$ cat src/rtl/pitr_pkg.sv
// Shared types, register codes and reset constants for the PI throttle regulator.
`default_nettype none

package pitr_pkg;

  // Default fixed-point format and integrator width
  localparam int FRAC_BITS_DEF = 8;
  localparam int ACC_WIDTH_DEF = 32;

  // Field widths fixed by the interface
  localparam int SPEED_W   = 16;
  localparam int GAIN_W    = 16;
  localparam int ERR_W     = SPEED_W + 1;
  localparam int CFG_IDX_W = 2;

  // Register reset values (Q8.8: 8.113, 0.5, 45.0)
  localparam logic [GAIN_W-1:0]  KP_GAIN_RST      = 16'd2077;
  localparam logic [GAIN_W-1:0]  KI_GAIN_RST      = 16'd128;
  localparam logic [SPEED_W-1:0] THROTTLE_MAX_RST = 16'd11520;

  // Configuration register indexes
  typedef enum logic [CFG_IDX_W-1:0] {
    CFG_KP_GAIN      = 2'd0,
    CFG_KI_GAIN      = 2'd1,
    CFG_THROTTLE_MAX = 2'd2
  } cfg_reg_t;

  // Input transaction payload
  typedef struct packed {
    logic               going_on;
    logic [SPEED_W-1:0] cruise_speed;
    logic [SPEED_W-1:0] vehicle_speed;
  } pitr_in_t;

  // Result transaction payload
  typedef struct packed {
    logic [SPEED_W-1:0] throttle;
    logic               saturated;
  } pitr_out_t;

endpackage

`default_nettype wire

$ cat src/rtl/pi_throttle_regulator.sv
// Each input transaction passes through the input register, then the result register, to result valid.
// Throughput: one transaction per cycle while the output is not stalled; the integrator update, gain products and clamp
// close their feedback loop combinationally between the input and result registers.
// Reset (synchronous rst): pipeline empties, gains and clamp return to defaults,
// integral_sum clears and the integrator starts held.
`default_nettype none

module pi_throttle_regulator
  import pitr_pkg::*;
#(
  parameter int FRAC_BITS = FRAC_BITS_DEF,
  parameter int ACC_WIDTH = ACC_WIDTH_DEF
) (
  input  wire logic                 clk,
  input  wire logic                 rst,
  // input channel
  input  wire logic                 in_valid,
  output logic                      in_stall,
  input  wire pitr_in_t             in_data,
  // result channel
  output logic                      out_valid,
  input  wire logic                 out_stall,
  output pitr_out_t                 out_data,
  // configuration write channel
  input  wire logic                 cfg_valid,
  output logic                      cfg_ready,
  input  wire logic [CFG_IDX_W-1:0] cfg_index,
  input  wire logic [GAIN_W-1:0]    cfg_data
);

  localparam int PROP_W  = ERR_W + GAIN_W + 1;
  localparam int INTEG_W = ACC_WIDTH + GAIN_W + 1;
  localparam int SUM_W   = ACC_WIDTH + GAIN_W + 2;

  localparam logic signed [ACC_WIDTH-1:0] ACC_MAX = {1'b0, {(ACC_WIDTH-1){1'b1}}};
  localparam logic signed [ACC_WIDTH-1:0] ACC_MIN = {1'b1, {(ACC_WIDTH-1){1'b0}}};

  // Configuration registers
  logic [GAIN_W-1:0]  kp_gain;
  logic [GAIN_W-1:0]  ki_gain;
  logic [SPEED_W-1:0] throttle_max;

  // Controller state
  logic signed [ACC_WIDTH-1:0] integral_sum;
  logic                        hold_integral;

  // Pipeline registers
  logic     s1_valid;
  pitr_in_t s1_data;

  // Handshake control
  logic out_free;
  logic s1_move;
  logic in_take;

  // Datapath
  logic signed [ERR_W-1:0]     err;
  logic signed [ACC_WIDTH-1:0] integ_base;
  logic                        hold_eff;
  logic signed [ACC_WIDTH:0]   integ_add;
  logic signed [ACC_WIDTH-1:0] integral_sum_next;
  logic signed [PROP_W-1:0]    prop_full;
  logic signed [INTEG_W-1:0]   integ_full;
  logic signed [PROP_W-1:0]    prop_sh;
  logic signed [INTEG_W-1:0]   integ_sh;
  logic signed [SUM_W-1:0]     sum;
  logic signed [SUM_W-1:0]     thr_lim;
  pitr_out_t                   result;

  assign out_free  = !out_valid || !out_stall;
  assign s1_move   = s1_valid && out_free;
  assign in_stall  = s1_valid && !out_free;
  assign in_take   = in_valid && !in_stall;
  assign cfg_ready = 1'b1;

  // Configuration writes; unknown indexes are dropped
  always_ff @(posedge clk) begin
    if (rst) begin
      kp_gain      <= KP_GAIN_RST;
      ki_gain      <= KI_GAIN_RST;
      throttle_max <= THROTTLE_MAX_RST;
    end else if (cfg_valid && cfg_ready) begin
      case (cfg_reg_t'(cfg_index))
        CFG_KP_GAIN:      kp_gain      <= cfg_data;
        CFG_KI_GAIN:      ki_gain      <= cfg_data;
        CFG_THROTTLE_MAX: throttle_max <= cfg_data;
        default:          ;
      endcase
    end
  end

  // Speed error and integrator update; going on clears and holds the integral
  always_comb begin
    err        = $signed({1'b0, s1_data.cruise_speed}) - $signed({1'b0, s1_data.vehicle_speed});
    integ_base = s1_data.going_on ? '0 : integral_sum;
    hold_eff   = s1_data.going_on || hold_integral;
    integ_add  = {integ_base[ACC_WIDTH-1], integ_base}
               + {{(ACC_WIDTH+1-ERR_W){err[ERR_W-1]}}, err};
    if (hold_eff) begin
      integral_sum_next = integ_base;
    end else if (integ_add[ACC_WIDTH] != integ_add[ACC_WIDTH-1]) begin
      integral_sum_next = integ_add[ACC_WIDTH] ? ACC_MIN : ACC_MAX;
    end else begin
      integral_sum_next = integ_add[ACC_WIDTH-1:0];
    end
  end

  // Gain products, floor shift and sum
  always_comb begin
    prop_full  = $signed({1'b0, kp_gain}) * err;
    integ_full = $signed({1'b0, ki_gain}) * integral_sum_next;
    prop_sh    = prop_full >>> FRAC_BITS;
    integ_sh   = integ_full >>> FRAC_BITS;
    sum        = {{(SUM_W-PROP_W){prop_sh[PROP_W-1]}}, prop_sh}
               + {{(SUM_W-INTEG_W){integ_sh[INTEG_W-1]}}, integ_sh};
    thr_lim    = {{(SUM_W-SPEED_W){1'b0}}, throttle_max};
  end

  // Output clamp to 0..throttle_max
  always_comb begin
    if (sum > thr_lim) begin
      result.throttle  = throttle_max;
      result.saturated = 1'b1;
    end else if (sum[SUM_W-1]) begin
      result.throttle  = '0;
      result.saturated = 1'b1;
    end else begin
      result.throttle  = sum[SPEED_W-1:0];
      result.saturated = 1'b0;
    end
  end

  // Input register
  always_ff @(posedge clk) begin
    if (rst) begin
      s1_valid <= 1'b0;
    end else if (in_take) begin
      s1_valid <= 1'b1;
    end else if (s1_move) begin
      s1_valid <= 1'b0;
    end
  end

  always_ff @(posedge clk) begin
    if (in_take) begin
      s1_data <= in_data;
    end
  end

  // Controller state advances when an item moves to the result register
  always_ff @(posedge clk) begin
    if (rst) begin
      integral_sum  <= '0;
      hold_integral <= 1'b1;
    end else if (s1_move) begin
      integral_sum  <= integral_sum_next;
      hold_integral <= result.saturated;
    end
  end

  // Result register
  always_ff @(posedge clk) begin
    if (rst) begin
      out_valid <= 1'b0;
    end else if (s1_move) begin
      out_valid <= 1'b1;
    end else if (!out_stall) begin
      out_valid <= 1'b0;
    end
  end

  always_ff @(posedge clk) begin
    if (s1_move) begin
      out_data <= result;
    end
  end

endmodule

`default_nettype wire

$ cat config.mk
export PLATFORM = sky130hd
export DESIGN_NAME = pi_throttle_regulator
export DESIGN_NICKNAME = d
export VERILOG_FILES = /design/src/rtl/pitr_pkg.sv /design/src/rtl/pi_throttle_regulator.sv
export SDC_FILE = /design/constraint.sdc
export NUM_CORES = 2
export LEC_CHECK = 0
export BUFFER_PORTS_ARGS = -buffer_cell sky130_fd_sc_hd__buf_2
export CORE_AREA = 4 4 266 268
export DETAILED_ROUTE_END_ITERATION = 8
export DIE_AREA = 0 0 270 272
export HOLD_SLACK_MARGIN = 0.15
export PLACE_DENSITY_LB_ADDON = 0.12
export SLEW_MARGIN = 20
export SYNTH_ARGS = -nofsm -noshare
export SYNTH_HDL_FRONTEND = slang
export SYNTH_SLANG_ARGS = --single-unit
export TNS_END_PERCENT = 30
$ cat constraint.sdc
create_clock -name clk -period 18.2 [get_ports clk]
set_input_delay 1.82 -clock clk [delete_from_list [all_inputs] [get_ports clk]]
set_output_delay 1.82 -clock clk [all_outputs]
set_load 0.03 [all_outputs]
==> flow_metrics.tcl <==
set metrics [dict create \
    outcome "completed" \
    dr_total_vias 29293 \
    critPathMaxStageDelay_ns 0.69 \
    syn2layout_area_growth_pct 5.36 \
    async_flop_share_pct 0 \
    synth_seq_area_share_pct 8.50 \
    cts_buffers 17 \
    end_kind "register" \
    final-hold-violation-count 0 \
    ff2ff_path_depth 64 \
    tightest_slew_ns 1.04 \
    dp.cells 5212 \
    syn_avg_cell_area_sq_um 8.53 \
    track_usage_pct 29.1 \
    dpl_cell_area_sq_um 38600 \
    ir_worst_vdd_mv 0.433 \
    place_hpwl_um 84000 \
    synth-main-ff-cell "dfxtp_1" \
    drive_above_1_share_pct 5.80 \
    port_buffers 74 \
    cts_tree "yes" \
    coreArea_sq_um 68300 \
    holdPathStages 2 \
    dr.pass1.iters 6 \
    grt_antenna_before_repair 13 \
    first_iter_violations 1946 \
    final_cells 5251 \
    p_per_area_nw_per_um2 185 \
    arrival_ns 17.33 \
    wl_per_cell_um 19.7 \
    synth_seq_cells 133 \
    clk_latency_ns 0.46 \
    period_needed_ns 17.13 \
    p_leak_nw 19.6 \
    first_global_vias 30630 \
    cts-root-buf "clkbuf_16" \
    yosysTopAreaCellShare_pct 37.5 \
    ys_types 93 \
    synth_warnings 0 \
    die_h_um 272 \
    initial_core_util_pct 54.5 \
    ctsLongestPathBuffers 2 \
    max-cap-violations 0 \
    finalCritPeriodShare_pct 94.1 \
    drv_slew 0 \
    clock_sinks 133 \
    syn-num-nets 5466 \
    h-tree-depth 4 \
    fin_tns_setup_ns 0 \
    hold_buffers 0 \
    die_area_sq_um 73400 \
    drtAntennaViolNets 0 \
    power_mw 7.24 \
    synth_edf_count 50 \
    clock_skew_ns 0.0149 \
    grt_setup_unrepaired "false" \
    cp-start-kind "register" \
    regArea_sq_um 3160 \
    gp_congestion 1.01 \
    nets 5450 \
    required_ns 18.41 \
    ios 76 \
    wl_um 104000 \
    hold_slack_ns 0.458 \
    vias_per_cell 5.58 \
    critPathKind "register to register" \
    min_path_type "register to register" \
    dieWidth_um 270 \
    crit_fanout 16 \
    grt_max_degree 75 \
    final_area_sq_um 39200 \
    drc_errors 0 \
    synthCells 4366 \
    grt_first_pass_wirelength_um 169000 \
    critPathSlowestCell "a2111oi_0" \
    num_rows 96 \
    synth.cell_area_sq_um 37200 \
    relSlewSlack_pct 30.4 \
    multi_input_area_sq_um 30000 \
    netlist_top_cells_area "fa_1 38%, ha_1 12%, inv_1 8.9%" \
    fmax_mhz 58.4 \
    grt-ovfl-total 0 \
    clkTransAtPathRegs_ns 0.07 \
    finalSetupViolations 0 \
    path_common_cell "fa_1" \
    num-fill-cells 6437 \
    yosysTopAreaCell "fa_1" \
]
==> state kept, by name (all words and copies together), names as in the netlist <==
| name | cells |
|---|---|
| out_valid | 1 |
| ki_gain | 16 |
| out_data | 17 |
| throttle_max | 16 |
| s1_valid | 1 |
| integral_sum | 32 |
| kp_gain | 16 |
| s1_data | 33 |
| hold_integral | 1 |
==> cell type report <==
cell class	instances	area share (%)
clock inverters	12	0.290
inverters	887	8.49
repair buffers	156	2.51
flip-flops and latches	133	8.07
multi-input cells	3155	76.6
clock buffers	19	1.21
well taps	882	2.81
diodes	7	0.0447
==> cell usage after synthesis, drive strengths merged, types with 6 or more instances <==
cell type / count
mux2: 6
a221o: 14
nor4: 6
nor2b: 81
and3: 18
clkbuf: 156
a211oi: 18
a21boi: 14
nand3: 37
ha: 346
nand3b: 15
nor3b: 7
xor2: 32
inv: 887
or3: 8
o31ai: 12
nand4: 31
a31oi: 15
o21bai: 18
fa: 698
nor3: 51
a211o: 6
o211ai: 12
nor2: 179
a21oi: 165
xnor2: 83
a21o: 61
o21a: 41
or2: 18
buf: 35
a22oi: 7
edfxtp: 50
dfxtp: 83
o21ai: 99
nand2b: 17
and2: 278
nand2: 672
mux2i: 6
==> kinds of logic (layout without fill, tap and decap cells) <==
family / Yosys count / after routing / share of synthesized area (%)
simple gates: 1439 / 1439 / 18.5
buf+inv: 1078 / 1074 / 11.0
fa+ha+maj: 1044 / 1044 / 49.2
compound gates: 544 / 544 / 9.77
flops: 133 / 133 / 8.50
xor+xnor: 115 / 115 / 2.71
mux: 12 / 12 / 0.353
other cells: 1 / 8 / 0.0101
==> metal layers <==
layer  GRT usage, %  wire length (um)  up-vias
met4           8.31              3080        8
met2           48.7             49000      853
met3           4.22              6400      156
li1               -                 -    13488
met5              0                47        -
met1           39.8             45100    14788
==> critical path: cells and delay by family (launching register included) <==
family	cells	cell delay, ns
xor+xnor	1	0.13
buf+inv	7	0.88
compound gates	27	7.22
simple gates	17	3.14
flops	1	0.40
fa+ha+maj	12	5.11
==> layout by cell type, fill, tap and decap left out, drive strengths merged, types with 32 or more instances in the layout <==
master / count
a21o: 61
nor2b: 81
nor3: 51
o21ai: 99
inv: 892
edfxtp: 50
fa: 698
buf: 156
nor2: 179
a21oi: 165
xor2: 32
xnor2: 83
nand2: 672
ha: 346
nand3: 37
and2: 278
o21a: 41
dfxtp: 83
==> what timing repair did <==
action | 4_1_cts | 5_1_grt
gates resized for setup | 0 | 10
setup endpoints to repair | 0 | 18
setup buffers | 0 | 1
hold endpoints to repair | 0 | 0
==> path summary, 6_finish.rpt <==
| check | to | slack, ns | start |
|---|---|---|---|
| max | out_data[3] | 1.08 | s1_data[0] |
| min reg2reg | ki_gain[0] | 0.46 | ki_gain[0] |
| max reg2reg | out_data[3] | 1.08 | s1_data[0] |
| min | ki_gain[0] | 0.46 | ki_gain[0] |
==> through the flow <==
step                util (%)  setup slack [ns]
detailed placement      56.4             0.547
finish                  57.4              1.08
CTS                     57.3             0.465
floorplan                  -              2.91
global placement        56.4             0.697
global route            57.4            0.0106
==> where the power goes <==
| group | internal, mW | switching (mW) | leakage [nW] | total (mW) |
|---|---|---|---|---|
| combinational | 2.46 | 4.08 | 18.1 | 6.54 |
| sequential | 0.324 | 0.0132 | 1.16 | 0.337 |
| clock | 0.205 | 0.154 | 0.296 | 0.359 |
| total | 2.99 | 4.25 | 19.6 | 7.24 |
Note: power is estimated with default switching activity, not from simulation.
